==> config.mk <==
export PLATFORM = sky130hd
export DESIGN_NAME = rgb_to_hsv_converter_core
export DESIGN_NICKNAME = d
export VERILOG_FILES = /design/src/hdl/rgbhsv_pkg.sv /design/src/hdl/rgbhsv_front.sv /design/src/hdl/rgbhsv_queue.sv /design/src/hdl/rgbhsv_back.sv /design/src/hdl/rgb_to_hsv_converter_core.sv
export VERILOG_INCLUDE_DIRS = /design/src /design/src/hdl
export SDC_FILE = /design/constraint.sdc
export NUM_CORES = 1
export LEC_CHECK = 0
export BUFFER_PORTS_ARGS = -buffer_cell sky130_fd_sc_hd__buf_2
export CORE_MARGIN = 2
export CORE_UTILIZATION = 35
export CTS_BUF_LIST = sky130_fd_sc_hd__clkbuf_2 sky130_fd_sc_hd__clkbuf_4 sky130_fd_sc_hd__clkbuf_8
export CTS_CLUSTER_DIAMETER = 100
export DETAILED_ROUTE_END_ITERATION = 16
export PLACE_DENSITY = 0.52
export REMOVE_ABC_BUFFERS = 1
export SLEW_MARGIN = 20
export SYNTH_ARGS = -nofsm -noshare
export SYNTH_HDL_FRONTEND = slang
export SYNTH_SLANG_ARGS = --single-unit
==> constraint.sdc <==
create_clock -name clk_i -period 23 [get_ports clk_i]
set_input_delay 4.6 -clock clk_i [delete_from_list [all_inputs] [get_ports clk_i]]
set_output_delay 4.6 -clock clk_i [all_outputs]
set_load 0.05 [all_outputs]
==> src/hdl/rgb_to_hsv_converter_core_defines.svh <==
// ---------------------------------------------------------------------------
// RGB to HSV converter assertion macros
// Concurrent property checks, empty in synthesis builds.
// ---------------------------------------------------------------------------
`ifndef RGB_TO_HSV_CONVERTER_CORE_DEFINES_SVH
`define RGB_TO_HSV_CONVERTER_CORE_DEFINES_SVH

`ifndef SYNTHESIS
`define RHSV_ASSERT(lbl, prop) \
  lbl: assert property (@(posedge clk_i) disable iff (!rst_ni) prop) \
    else $error("assertion failed");
`define RHSV_NEVER(lbl, cond) \
  lbl: assert property (@(posedge clk_i) disable iff (!rst_ni) !(cond)) \
    else $error("forbidden condition");
`else
`define RHSV_ASSERT(lbl, prop)
`define RHSV_NEVER(lbl, cond)
`endif

`endif

==> src/hdl/rgbhsv_pkg.sv <==
// ---------------------------------------------------------------------------
// RGB to HSV package
// Shared item types and constants.
// ---------------------------------------------------------------------------
package rgbhsv_pkg;

  localparam int unsigned HueQBits = 6;
  localparam int unsigned SatQBits = 7;

  localparam logic [8:0] Hue360  = 9'd360;
  localparam logic [8:0] Sector2 = 9'd120;
  localparam logic [8:0] Sector4 = 9'd240;

  typedef struct packed {
    logic [14:0] hnum;
    logic [7:0]  hden;
    logic [14:0] snum;
    logic [7:0]  sden;
    logic        neg;
    logic [8:0]  base;
    logic [6:0]  bright;
    logic        undef;
    logic        black;
  } front_t;

  typedef struct packed {
    logic [14:0]         hrem;
    logic [7:0]          hden;
    logic [HueQBits-1:0] hq;
    logic [14:0]         srem;
    logic [7:0]          sden;
    logic [SatQBits-1:0] sq;
    logic                neg;
    logic [8:0]          base;
    logic [6:0]          bright;
    logic                undef;
    logic                black;
  } stage_t;

endpackage

==> src/hdl/rgbhsv_front.sv <==
// ---------------------------------------------------------------------------
// RGB to HSV front end
// Finds max/min, sector and difference, registers one classified item.
// ---------------------------------------------------------------------------
module rgbhsv_front (
  input  logic                clk_i,
  input  logic                rst_ni,
  input  logic                push_i,
  output logic                full_o,
  input  logic [7:0]          red_i,
  input  logic [7:0]          green_i,
  input  logic [7:0]          blue_i,
  output logic                valid_o,
  input  logic                ready_i,
  output rgbhsv_pkg::front_t  item_o
);
  import rgbhsv_pkg::*;

  logic        valid_q;
  front_t      item_q, item_d;
  logic [7:0]  mx, mn, delta, absd;
  logic [8:0]  diff;
  logic [14:0] vx;

  always_comb begin
    mx = (red_i > green_i) ? red_i : green_i;
    mn = (red_i < green_i) ? red_i : green_i;
    if (blue_i > mx) mx = blue_i;
    if (blue_i < mn) mn = blue_i;
    delta = mx - mn;
    if (red_i == mx) begin
      diff = {1'b0, green_i} - {1'b0, blue_i};
      item_d.base = '0;
    end else if (green_i == mx) begin
      diff = {1'b0, blue_i} - {1'b0, red_i};
      item_d.base = Sector2;
    end else begin
      diff = {1'b0, red_i} - {1'b0, green_i};
      item_d.base = Sector4;
    end
    absd = diff[8] ? 8'(-diff) : diff[7:0];
    vx = 15'(mx) * 15'd100;
    item_d.hnum   = 15'(absd) * 15'd60;
    item_d.hden   = delta;
    item_d.snum   = 15'(delta) * 15'd100;
    item_d.sden   = mx;
    item_d.neg    = diff[8];
    item_d.bright = 7'((vx + 15'd1 + (vx >> 8)) >> 8);
    item_d.undef  = (delta == '0);
    item_d.black  = (mx == '0);
  end

  assign full_o  = valid_q && !ready_i;
  assign valid_o = valid_q;
  assign item_o  = item_q;

  always_ff @(posedge clk_i or negedge rst_ni) begin
    if (!rst_ni) begin
      valid_q <= 1'b0;
    end else if (!full_o) begin
      valid_q <= push_i;
    end
  end

  always_ff @(posedge clk_i) begin
    if (push_i && !full_o) begin
      item_q <= item_d;
    end
  end

endmodule

==> src/hdl/rgbhsv_queue.sv <==
// ---------------------------------------------------------------------------
// RGB to HSV decoupling queue
// Small FIFO between front end and divider pipeline.
// ---------------------------------------------------------------------------
module rgbhsv_queue #(
  parameter int unsigned Depth = 4
) (
  input  logic                clk_i,
  input  logic                rst_ni,
  input  logic                push_i,
  input  rgbhsv_pkg::front_t  item_i,
  output logic                full_o,
  input  logic                pop_i,
  output rgbhsv_pkg::front_t  item_o,
  output logic                empty_o
);
  import rgbhsv_pkg::*;

  localparam int unsigned PtrW = (Depth > 1) ? $clog2(Depth) : 1;
  localparam int unsigned CntW = $clog2(Depth + 1);

  front_t            mem_q [Depth];
  logic [PtrW-1:0]   wptr_q, rptr_q;
  logic [CntW-1:0]   cnt_q;
  logic              do_push, do_pop;

  assign full_o  = (cnt_q == CntW'(Depth));
  assign empty_o = (cnt_q == '0);
  assign do_push = push_i && !full_o;
  assign do_pop  = pop_i && !empty_o;
  assign item_o  = mem_q[rptr_q];

  always_ff @(posedge clk_i or negedge rst_ni) begin
    if (!rst_ni) begin
      wptr_q <= '0;
      rptr_q <= '0;
      cnt_q  <= '0;
    end else begin
      if (do_push) begin
        wptr_q <= (wptr_q == PtrW'(Depth - 1)) ? '0 : wptr_q + 1'b1;
      end
      if (do_pop) begin
        rptr_q <= (rptr_q == PtrW'(Depth - 1)) ? '0 : rptr_q + 1'b1;
      end
      cnt_q <= cnt_q + CntW'(do_push) - CntW'(do_pop);
    end
  end

  always_ff @(posedge clk_i) begin
    if (do_push) begin
      mem_q[wptr_q] <= item_i;
    end
  end

endmodule

==> src/hdl/rgbhsv_back.sv <==
// ---------------------------------------------------------------------------
// RGB to HSV back end
// Bit-per-stage restoring dividers for hue and saturation, output register.
// ---------------------------------------------------------------------------
module rgbhsv_back (
  input  logic                clk_i,
  input  logic                rst_ni,
  input  logic                valid_i,
  input  rgbhsv_pkg::front_t  item_i,
  output logic                take_o,
  output logic [8:0]          hue_o,
  output logic [6:0]          saturation_o,
  output logic [6:0]          brightness_o,
  output logic                hue_undefined_o,
  output logic                empty_o,
  input  logic                pop_i
);
  import rgbhsv_pkg::*;

  function automatic stage_t div_step(stage_t s, int unsigned hk, int unsigned sk,
                                      logic do_h);
    stage_t      r;
    logic [14:0] hd, sd;
    r  = s;
    hd = 15'(s.hden) << hk;
    sd = 15'(s.sden) << sk;
    if (do_h && (s.hrem >= hd)) begin
      r.hrem = s.hrem - hd;
      r.hq[hk[2:0]] = 1'b1;
    end
    if (s.srem >= sd) begin
      r.srem = s.srem - sd;
      r.sq[sk[2:0]] = 1'b1;
    end
    return r;
  endfunction

  stage_t     entry;
  stage_t     stage_q [SatQBits];
  logic       valid_q [SatQBits];
  logic       out_valid_q, en;
  logic [8:0] hue_q, hue_d;
  logic [6:0] sat_q, sat_d, bright_q;
  logic       undef_q;
  stage_t     last;

  assign en     = !out_valid_q || pop_i;
  assign take_o = en && valid_i;

  always_comb begin
    entry        = '0;
    entry.hrem   = item_i.hnum;
    entry.hden   = item_i.hden;
    entry.srem   = item_i.snum;
    entry.sden   = item_i.sden;
    entry.neg    = item_i.neg;
    entry.base   = item_i.base;
    entry.bright = item_i.bright;
    entry.undef  = item_i.undef;
    entry.black  = item_i.black;
  end

  for (genvar i = 0; i < SatQBits; i++) begin : g_stage
    localparam int unsigned SK = SatQBits - 1 - i;
    localparam int unsigned HK = (i < HueQBits) ? HueQBits - 1 - i : 0;
    localparam logic        DH = (i < HueQBits);
    stage_t in_s;
    logic   in_v;
    if (i == 0) begin : g_first
      assign in_s = entry;
      assign in_v = valid_i;
    end else begin : g_next
      assign in_s = stage_q[i-1];
      assign in_v = valid_q[i-1];
    end
    always_ff @(posedge clk_i or negedge rst_ni) begin
      if (!rst_ni) begin
        valid_q[i] <= 1'b0;
      end else if (en) begin
        valid_q[i] <= in_v;
      end
    end
    always_ff @(posedge clk_i) begin
      if (en) begin
        stage_q[i] <= div_step(in_s, HK, SK, DH);
      end
    end
  end

  assign last = stage_q[SatQBits-1];

  // negative difference: sector base (360 for red) minus the rounded-up quotient
  always_comb begin
    if (last.undef) begin
      hue_d = '0;
    end else if (last.neg) begin
      hue_d = ((last.base == '0) ? Hue360 : last.base) - 9'(last.hq)
              - 9'(last.hrem != '0);
    end else begin
      hue_d = last.base + 9'(last.hq);
    end
    sat_d = last.black ? '0 : last.sq;
  end

  always_ff @(posedge clk_i or negedge rst_ni) begin
    if (!rst_ni) begin
      out_valid_q <= 1'b0;
    end else if (en) begin
      out_valid_q <= valid_q[SatQBits-1];
    end
  end

  always_ff @(posedge clk_i) begin
    if (en) begin
      hue_q    <= hue_d;
      sat_q    <= sat_d;
      bright_q <= last.bright;
      undef_q  <= last.undef;
    end
  end

  assign empty_o         = !out_valid_q;
  assign hue_o           = hue_q;
  assign saturation_o    = sat_q;
  assign brightness_o    = bright_q;
  assign hue_undefined_o = undef_q;

endmodule

==> src/hdl/rgb_to_hsv_converter_core.sv <==
// A pixel passes the front register, queue, divider pipeline and output register.
// Throughput: one pixel per cycle unless pop stalls the 7-stage divider pipeline.
// Quotients resolve one bit per pipeline stage; hue stops after HueQBits stages.
// Reset (rst_ni low, asynchronous) empties the front register, queue and pipeline.
// ---------------------------------------------------------------------------
// RGB to HSV converter core
// 8-bit RGB pixel in, hue degrees and saturation/value percent out.
// ---------------------------------------------------------------------------
`include "rgb_to_hsv_converter_core_defines.svh"

module rgb_to_hsv_converter_core #(
  parameter int unsigned QueueDepth = 4
) (
  input  logic       clk_i,
  input  logic       rst_ni,
  input  logic       push,
  output logic       full,
  input  logic [7:0] red_i,
  input  logic [7:0] green_i,
  input  logic [7:0] blue_i,
  output logic       empty,
  input  logic       pop,
  output logic [8:0] hue_o,
  output logic [6:0] saturation_o,
  output logic [6:0] brightness_o,
  output logic       hue_undefined_o
);
  import rgbhsv_pkg::*;

  front_t fr_item, q_item;
  logic   fr_valid, q_full, q_empty, take;

  rgbhsv_front u_front (
    .clk_i   (clk_i),
    .rst_ni  (rst_ni),
    .push_i  (push),
    .full_o  (full),
    .red_i   (red_i),
    .green_i (green_i),
    .blue_i  (blue_i),
    .valid_o (fr_valid),
    .ready_i (!q_full),
    .item_o  (fr_item)
  );

  rgbhsv_queue #(
    .Depth (QueueDepth)
  ) u_queue (
    .clk_i   (clk_i),
    .rst_ni  (rst_ni),
    .push_i  (fr_valid),
    .item_i  (fr_item),
    .full_o  (q_full),
    .pop_i   (take),
    .item_o  (q_item),
    .empty_o (q_empty)
  );

  rgbhsv_back u_back (
    .clk_i           (clk_i),
    .rst_ni          (rst_ni),
    .valid_i         (!q_empty),
    .item_i          (q_item),
    .take_o          (take),
    .hue_o           (hue_o),
    .saturation_o    (saturation_o),
    .brightness_o    (brightness_o),
    .hue_undefined_o (hue_undefined_o),
    .empty_o         (empty),
    .pop_i           (pop)
  );

  `RHSV_NEVER(a_hue_range, !empty && (hue_o >= Hue360))
  `RHSV_NEVER(a_sat_range, !empty && (saturation_o > 7'd100))
  `RHSV_ASSERT(a_undef_hue, (!empty && hue_undefined_o) |-> (hue_o == '0))
  `RHSV_ASSERT(a_sat_zero_gray, (!empty && hue_undefined_o) |-> (saturation_o == '0))

endmodule

### Word level (Yosys, flattened, before mapping)

Memory sizes are Yosys's and may differ from the RTL's.
Cells that the tools add are included.
Widths: inputs -> output; s select.

| storage, ports and cells | value |
|---|---|
| bits of input ports | 28 |
| latch bits | 0 |
| RAM bits | 786 |
| output and inout bits | 26 |
| memories | 2 |
| flip-flop bits (word level) | 100 |
| memory bits (read-only) | 0 |
| logic and storage cells | 162 |

| cells by class | value |
|---|---|
| multipliers | 3 |
| equal/unequal tests | 5 |
| add/sub/neg operators | 27 |
| reduce and logical (&&, ||, !) cells | 15 |
| shifts and indexed selects | 0 |
| $lt $le $gt $ge | 17 |
| bitwise logic cells | 0 |
| mux-type cells | 68 |
| div/mod/pow operators | 0 |

Memories:

| memory | depth | bits a word | rd ports | clocked after Yosys merged registers in | wr ports | line | text |
|---|---|---|---|---|---|---|---|
| u_back.stage_q | 7 | 78 | 7 | 0 | 7 | rgbhsv_back.sv:39 | `stage_t stage_q [SatQBits];` |
| u_queue.mem_q | 4 | 60 | 1 | 0 | 1 | rgbhsv_queue.sv:22 | `front_t mem_q [Depth];` |

Operator list:

| cell | count |
|---|---|
| $mux 15 | 26 |
| $mux 8 | 6 |
| $mux 9 | 4 |
| $ge 15x10->1 | 2 |
| $ge 15x11->1 | 2 |
| $ge 15x12->1 | 2 |
| $ge 15x13->1 | 2 |
| $ge 15x8->1 | 2 |
| $ge 15x9->1 | 2 |
| $mux 1 | 30 |
| $sub 15x10->15 | 2 |
| $sub 15x11->15 | 2 |
| $sub 15x12->15 | 2 |
| $sub 15x13->15 | 2 |
| $sub 15x8->15 | 2 |
| $sub 15x9->15 | 2 |
| $sub 8x8->9 | 3 |
| $mul 8x5->13 const B | 2 |
| $eq 8x8->1 | 2 |
| $gt 8x8->1 | 2 |
| $logic_not 8->1 | 2 |
| $lt 8x8->1 | 2 |
| $add 15x1->15 const B | 1 |
| $add 15x7->15 | 1 |
| 20 further kinds | 30 |

### Longest topological paths before layout

Gate-level depths: netlist of the first run.

| logic depth | value |
|---|---|
| depth in word-level cells | 10 |
| depth in mapped cells | 41 |
| depth with buffers taken out | 40 |

### Cells and area by module

A second synthesis of the first run with hierarchy kept.

| unflattened totals | value |
|---|---|
| cells, all modules | 2776 |
| area, all modules | 39805.7 sq um |

Modules (own cells, without submodules):

| module | times used | seq. area each (sq um) | area an instance (sq um) | cells an instance |
|---|---|---|---|---|
| rgbhsv_back | 1 | 15064.4 | 22893.2 | 1672 |
| rgbhsv_queue | 1 | 7982.7 | 9850.7 | 379 |
| rgbhsv_front | 1 | 1556.5 | 7054.3 | 723 |
| rgb_to_hsv_converter_core | 1 | 0.0 | 7.5 | 2 |

### Least setup slack after synthesis of the first run

OpenSTA, ideal clock, no wires.

| timing path | value |
|---|---|
| path kind | input port to flip-flop |
| start | input pop |
| end | register u_queue.cnt_q[2] |
| buffers on the path | 1 |
| setup time | 0.125 ns |
| stages | 11 |
| data required time | 22.875 ns |
| slack | 4.171 ns |
| arrival | 18.704 ns |
| cell sequence | nand2b_1 > clkbuf_1 > inv_1 > nor2_1 > ha_1 > inv_1 > ha_1 > inv_1 > fa_1 > xnor2_1 > xnor2_1 |

| between the ends | value |
|---|---|
| longest elaborated chain between the ends | 4 |

Ends and longest elaborated chain:

| what | line | text |
|---|---|---|
| from (decl) | rgb_to_hsv_converter_core.sv:22 | `input logic pop,` |
| $logic_or 1x1->1 | rgbhsv_back.sv:47 | `assign en = !out_valid_q \|\| pop_i;` |
| $logic_and 1x1->1 | rgbhsv_back.sv:48 | `assign take_o = en && valid_i;` |
| $logic_and 1x1->1 | rgbhsv_queue.sv:30 | `assign do_pop = pop_i && !empty_o;` |
| via u_queue.do_pop | rgbhsv_queue.sv:25 | `logic do_push, do_pop;` |
| $sub 3x1->3 | rgbhsv_queue.sv:45 | `cnt_q <= cnt_q + CntW'(do_push) - CntW'(do_pop);` |
| to (signal assigned) | rgbhsv_queue.sv:45 |  |
| to (decl) | rgbhsv_queue.sv:24 | `logic [CntW-1:0] cnt_q;` |

The timed path passes the listed nets, and every way through them passes these cells.
A chain may end at the register's enable or synchronous reset.

==> metrics.txt, run 1 <==
die width=319 um; Hold Vio Cnt, Final=0; gr usage total=13.3%; Area contributors post-synth=edfxtp_1 (59%), ha_1 (9.3%), mux4_2 (3.0%), inv_1 (2.9%), xnor2_1 (2.7%); drt total wl=roughly 67000 um; clk buf depth=3; Core ar.=slightly below 100000 um2; Fillers=slightly above 9000; RR Endpoint=u_back.stage_q[0][75]$_DFFE_PN_; Crit Path Max Fanout=31; Endpoint, Worst Hold=u_back.stage_q[6][66]$_DFFE_PN_; initial antenna violation count=7; fin worst setup slack=9.07 ns; Top Ports=between 50 and 60; later-pin clock latency in the skew report=roughly 0.74 ns; worst hold path type=reg -> reg; crit path DAT=between 10 and 15 ns; Distinct cells, synth=86; most frequent CP cell=a21oi_1; EDFF count, synth=~680; pre-CTS WS=around 8.5 ns; vias per cell=about 4.8; Buffers on Ports=between 50 and 60; CP peak stage delay=approximately 0.84 ns; Final setup viols=0; worst r2r src=u_queue.rptr_q[1]$_DFFE_PN0P_; vias in the first global route=~21000; CTS sink cnt=around 700; reg2reg setup slack=between 15 and 20 ns; FMAX=a little over 0.07 GHz; Mapped Cells=between 2000 and 3000; CTS buffer count=~110; die area=slightly above 100000 um2; clock skew=around 0.034 ns; Initial Util=between 30% and 40%; setup TNS=0 ns; GRT overflow=0; CP max-delay cell=nor3_2; Buf+Inv Stages, Crit Path=4; Register-to-Register Path Depth=13; RSZ-0062 raised after global routing=false; GPL Wtd Cong=0.807; largest net degree at the start of global routing=76; Routed Antenna Nets=0; Post-route DRC=0; synthesis-to-layout area growth=11.4%; share of cells above drive strength 1=around 12%; Hold Path Stages=0; Ys Warns=0; Slew headroom=roughly 34%; hold buffers post-CTS=0; final worst-path cycle share=around three fifths; outcome=finished, final reports clean; Vias=approximately 20000; CTS root buffer=clkbuf_8; H-tree depth reported by CTS=3; critical path endpoint category=flop; routed len/inst=16.4 um; DP HPWL=about 48000 um; ys async rst share=2.30%; commonest register cell after synthesis=edfxtp_1; Largest delay share family, worst path=simple AND/OR/NAND/NOR gates; CTS tree=done; row cnt=115; first-pass GRT wire length=109000 um; critical path launch point type=primary input; die height=319 um; Worst Path Required=23.47 ns; Worst Max-Slew Pin Slew=0.995 ns; area leader, netlist=edfxtp_1; Worst-path clk slew=about 0.060 ns; hold path start=u_back.stage_q[5][66]$_DFFE_PN_; DRT Pass-1 Iters=4; Critical Setup Path Class=in -> reg; Starting DRT DRC Count=864; Seq cells post-synth=roughly 700; Seq/Total Area, Yosys=59.8%; final net count=roughly 3000; min cycle time layout=13.93 ns; fin. max-slew vios=0; Setup Buffers After CTS=0; syn_area_per_cell=approximately 13 um2; area share of the largest cell type after synthesis=58.7%; Synth Cell Area=34800 um2; post-cts resize count=0; Max-cap violations=0
==> worst max path at each step <==
stage	startpoint	end	slack, ns	cells past startpoint
2_1_floorplan	pop	u_queue.cnt_q[2]$_DFF_PN0_	5.76	10
5_1_grt	green_i[6]	u_front.item_o[63]$_DFFE_PP_	8.38	36
3_5_place_dp	green_i[2]	u_front.item_o[63]$_DFFE_PP_	8.53	36
4_1_cts	green_i[2]	u_front.item_o[63]$_DFFE_PP_	9.35	32
6_report	green_i[2]	u_front.item_o[63]$_DFFE_PP_	9.07	32
3_3_place_gp	green_i[2]	u_front.item_o[63]$_DFFE_PP_	8.70	38
==> routing by layer <==
metal	track usage [%]	share of wire [%]	routed length (um)
met1	15.6	43	28600
met2	24.1	51	34300
met4	4.78	2.5	1660
met3	2.62	3.9	2590
met5	0	0.088	59
==> logic make-up after synthesis <==
family	share of synthesized area, %
adders and majority gates	11.2
DFF	59.8
buffers and inverters	3.64
and+or+nand+nor	8.16
muxes	4.53
xor gates and xnor gates	4.28
AOI/OAI and AO/OA	8.43
==> area by class of cell <==
cell class              instances  area, um2  area share, %
diodes                          2       5.00         0.0129
clock buffers                 155       1870           4.83
clock inverters                47        312          0.804
inverters                     272       1020           2.64
multi-input cells            1578      12700           32.9
flip-flops and latches        695      20800           53.7
well taps                    1287       1610           4.16
repair buffers                 68        378          0.976
==> cell usage in the layout (no fill, tap or decap), types with 6 or more instances in the layout <==
cell / Yosys / layout
mux4_2: 47 / 47
buf_4: 4 / 15
nand2b_1: 46 / 45
nor2b_1: 41 / 40
o22ai_1: 14 / 14
and3_1: 7 / 7
o21bai_1: 24 / 24
xor2_1: 59 / 59
nor4_1: 24 / 24
dfrtp_1: 16 / 14
a21oi_1: 165 / 165
ha_1: 259 / 259
o31ai_1: 10 / 10
mux2i_1: 22 / 22
inv_1: 269 / 269
and2_1: 16 / 12
fa_1: 31 / 31
buf_2: 9 / 53
clkbuf_8: 0 / 113
o21ai_0: 93 / 93
o21a_1: 17 / 17
nor2_1: 156 / 156
xnor2_1: 109 / 109
a211oi_1: 11 / 11
nand3_1: 36 / 36
edfxtp_1: 679 / 679
nand2_1: 112 / 112
a21o_1: 77 / 77
or4_1: 6 / 6
clkbuf_4: 0 / 42
nor3_1: 34 / 34
nand4_1: 48 / 48
and4_1: 7 / 7
clkinv_2: 0 / 9
clkinv_1: 1 / 29
mux2_2: 20 / 20
==> through the flow <==
step | util [%] | cells | hold WS, ns | instance area, um2
after floorplan | - | 2545 | 0.400 | 34500
after global placement | 37.1 | 3900 | 0.401 | 36500
after detailed placement | 37.1 | 3900 | 0.405 | 36500
after CTS | 39.3 | 4102 | 0.410 | 38700
after global routing | 39.4 | 4104 | 0.417 | 38700
final | 39.4 | 4104 | 0.410 | 38700
==> flip-flops by register name, indices dropped and copies added, names as in the netlist <==
name	flops
u_queue.cnt_q	3
u_queue.mem_q	204
u_back.stage_q	400
u_back.out_valid_q	1
u_back.saturation_o	7
u_back.hue_undefined_o	1
u_back.hue_o	9
u_queue.wptr_q	2
u_back.valid_q	1
u_queue.rptr_q	2
u_front.item_o	51
u_back.g_stage.in_v	6
u_front.valid_o	1
u_back.brightness_o	7
==> cells in the mapped netlist, types with 10 or more instances <==
master    count
edfxtp_1    679
inv_1       269
ha_1        259
a21oi_1     165
nor2_1      156
nand2_1     112
xnor2_1     109
o21ai_0      93
a21o_1       77
xor2_1       59
nand4_1      48
mux4_2       47
nand2b_1     46
nor2b_1      41
nand3_1      36
nor3_1       34
fa_1         31
clkbuf_1     26
nor4_1       24
o21bai_1     24
mux2i_1      22
mux2_2       20
o21a_1       17
and2_1       16
dfrtp_1      16
o22ai_1      14
a211oi_1     11
buf_1        10
o31ai_1      10
==> worst register-to-register path: stages (launching register included) <==
cell and delay [ns]:
dfrtp_2 0.63, buf_4 0.62, mux2_2 0.42, o21ai_0 0.51, fa_1 0.33, nor2b_1 0.06, o21ai_0 0.15, nand2b_1 0.11
a21o_1 0.19, a21o_1 0.21, a21o_1 0.18, a21o_1 0.19, or3_1 0.62, mux2_2 0.36
Power of run 1 is not shown: default switching activity piles up to over one toggle a cycle in this logic, so the estimate is an artifact.
==> run 2: changes to the inputs <==
Settings changed: ABC_AREA set to 1, PLACE_DENSITY 0.52 to 0.54.
Clock period 23 ns to 11.4 ns, I/O delays scaled along.
==> metrics.txt, run 2 <==
outcome=finished, final reports clean; die area=101000 um2 (-0.68%); Buffers on Ports=53 (unchanged); die height=318 um (-0.34%); Fillers=9581 (+3.0%); final worst-path cycle share=between 80% and 90%; routed len/inst=13.9 um (-15%); launch point of the worst path=green_i[6]; CTS buffer count=113 (unchanged); syn_area_per_cell=11.4 um2 (-15%); area share of the largest cell type after synthesis=59.1% (+0.41 points); reg2reg setup slack=6.22 ns (-11.95 ns); EDFF count, synth=679 (unchanged); max reg flops=400 (unchanged); Final setup viols=0 (unchanged); ys async rst share=2.30% (unchanged); vias per cell=4.61 (-4.9%); crit path DAT=10.19 ns (-4.22 ns); clock skew=0.0417 ns (+0.00800 ns); CTS root buffer=clkbuf_8; final net count=3470 (+14%); Commonest cells post-synth=edfxtp_1 (679), nand2_1 (444), inv_1 (395); GRT overflow=0 (unchanged); row cnt=115 (unchanged); critical path launch point type=primary input; Top Ports=54 (unchanged); Hold Vio Cnt, Final=0 (unchanged); Area contributors post-synth=edfxtp_1 (59%), ha_1 (9.4%), nand2_1 (4.8%), inv_1 (4.3%), o21ai_0 (3.3%); largest net degree at the start of global routing=163 (+110%); Worst Max-Slew Pin Slew=0.998 ns (+0.00305 ns); fin. max-slew vios=0 (unchanged); Mapped Cells=3020 (+16%); DP HPWL=42900 um (-11%); GPL Wtd Cong=0.869 (+7.7%); H-tree depth reported by CTS=3 (unchanged); drt total wl=63100 um (-6.2%); Register-to-Register Path Depth=18 (+5); Setup Buffers After CTS=0 (unchanged); RR Endpoint=u_back.stage_q[0][48]$_DFFE_PN_; area leader, netlist=edfxtp_1; Synth Cell Area=34500 um2 (-0.69%); Post-route DRC=0 (unchanged); Routed Antenna Nets=0 (unchanged); synthesis-to-layout area growth=11.5%; Largest delay share family, worst path=simple AND/OR/NAND/NOR gates; Distinct cells, synth=58 (-33%); worst hold path type=reg -> reg; commonest cells after routing, fill and taps aside=edfxtp_1 (679), nand2_1 (444), inv_1 (391); commonest register cell after synthesis=edfxtp_1; Initial Util=35.2% (-0.14 points); vias in the first global route=20500 (-1.7%); die width=318 um (-0.34%); Worst Path Required=11.86 ns (-11.61 ns); clk buf depth=3 (unchanged); count leader, synth=edfxtp_1; Max-cap violations=0 (unchanged); CP peak stage delay=0.49 ns (-0.35 ns); Seq/Total Area, Yosys=60.2% (+0.42 points); Starting DRT DRC Count=1155 (+34%); first-pass GRT wire length=103000 um (-5.9%); hold buffers post-CTS=0 (unchanged); Ys Warns=0 (unchanged); CP max-delay cell=fa_1; setup TNS=0 ns (unchanged); CTS sink cnt=695 (unchanged); CTS tree=done; Crit Path Max Fanout=20 (-35%); Seq cells post-synth=695 (unchanged); Critical Setup Path Class=in -> reg; min cycle time layout=9.73 ns; FMAX=between 0.1 and 0.15 GHz; DRT Pass-1 Iters=5 (+1); CP endpoint=u_front.item_o[63]$_DFFE_PP_; RSZ-0062 raised after global routing=false; critical path endpoint category=flop; post-cts resize count=0 (unchanged); share of cells above drive strength 1=9.77% (-2.6 points); Worst-path clk slew=0.06 ns (about the same); Slew headroom=33.2% (-0.35 points); Largest Register=u_back.stage_q; worst r2r src=u_queue.rptr_q[0]$_DFFE_PN0P_; Vias=20800 (+4.8%); Core ar.=98100 um2 (-0.29%); Buf+Inv Stages, Crit Path=10 (+6); initial antenna violation count=1 (-6); gr usage total=12.5% (-0.86 points); most frequent CP cell=nand2_1; most common cell after layout, fill and taps aside=edfxtp_1; stages on the worst setup path=51 (+59%); later-pin clock latency in the skew report=0.72 ns (-0.02 ns)
[run 2: cell count changes in the layout (fill, tap and decap cells not counted), moves of 40 or more]
cell,previous run,this run
nand2_1,112,444
o21ai_0,93,226
inv_1,269,391
nor2_1,156,236
a21o_1,77,5
nand3_1,36,100
xnor2_1,109,51
mux4_2,47,0
nand2b_1,45,0
xor2_1,59,103
nor2b_1,40,0
[run 2: worst min-delay path by stage]
stage | start | end | slack [ns] | cells past startpoint
final | u_back.stage_q[1][12]$_DFFE_PN_ | u_back.stage_q[2][12]$_DFFE_PN_ | 0.41 | 0
after global routing | u_back.stage_q[5][20]$_DFFE_PN_ | u_back.stage_q[6][20]$_DFFE_PN_ | 0.42 | 0
after CTS | u_back.stage_q[1][12]$_DFFE_PN_ | u_back.stage_q[2][12]$_DFFE_PN_ | 0.40 | 0
after detailed placement | u_back.stage_q[6][7]$_DFFE_PN_ | u_back.brightness_o[5]$_DFFE_PN_ | 0.40 | 0
after global placement | u_back.stage_q[5][69]$_DFFE_PN_ | u_back.stage_q[6][69]$_DFFE_PN_ | 0.40 | 0
after floorplan | u_back.stage_q[6][2]$_DFFE_PN_ | u_back.brightness_o[0]$_DFFE_PN_ | 0.40 | 0
[run 2: worst register-to-register path: stages (launching register included)]
cell and delay, ns:
dfrtp_2 0.38, buf_4 0.26, inv_2 0.37, buf_4 0.75
nand2_1 0.13, a32oi_1 0.64, inv_1 0.11, ha_1 0.31
inv_1 0.08, o31ai_1 0.10, nand3_1 0.08, nand2_1 0.08
a21oi_1 0.16, o21bai_1 0.12, a21oi_1 0.68, inv_1 0.27
nand3_1 0.15, xor2_1 0.21, inv_1 0.06
[run 2: final cells by class]
class	count	area, um2	share of cell area, %
clock buffers	151	1840	4.78
diodes	1	2.50	0.00650
flip-flops and latches	695	20800	54.0
repair buffers	71	425	1.10
well taps	1287	1610	4.18
inverters	405	1530	3.97
multi-input cells	1866	12000	31.2
clock inverters	48	293	0.760
[run 2: kinds of logic (layout without fill, tap and decap cells)]
| family | after synthesis | in the layout | synth area share, % |
|---|---|---|---|
| DFF | 695 | 695 | 60.2 |
| buffers and inverters | 459 | 675 | 5.06 |
| adders and majority gates | 290 | 290 | 11.2 |
| and+or+nand+nor | 904 | 904 | 11.3 |
| muxes | 1 | 1 | 0.0290 |
| xor gates and xnor gates | 154 | 154 | 3.91 |
| AOI/OAI and AO/OA | 517 | 517 | 8.33 |
| other | 0 | 1 | 0 |
[run 2: routing by layer]
layer | GRT usage (%) | wire length [um] | share of wire (%) | vias up
met3 | 2.00 | 2300 | 3.6 | 129
met1 | 15.5 | 28500 | 45 | 9651
met5 | 0 | 0 | 0 | -
met4 | 4.93 | 1850 | 2.9 | 0
li1 | - | - | - | 10800
met2 | 21.7 | 30400 | 48 | 285
[run 2: metrics by stage]
stage	instance area (um2)	std cells	worst slack, ns	hold slack [ns]	utilization [%]
after detailed placement	36400	4324	0.980	0.405	37.1
after global placement	36400	4324	1.11	0.400	37.1
final	38500	4524	1.67	0.409	39.2
after global routing	38500	4524	0.779	0.422	39.2
after CTS	38500	4523	1.75	0.397	39.2
after floorplan	34300	2966	-0.0689	0.400	-
Power of run 2 is left out for the same reason.
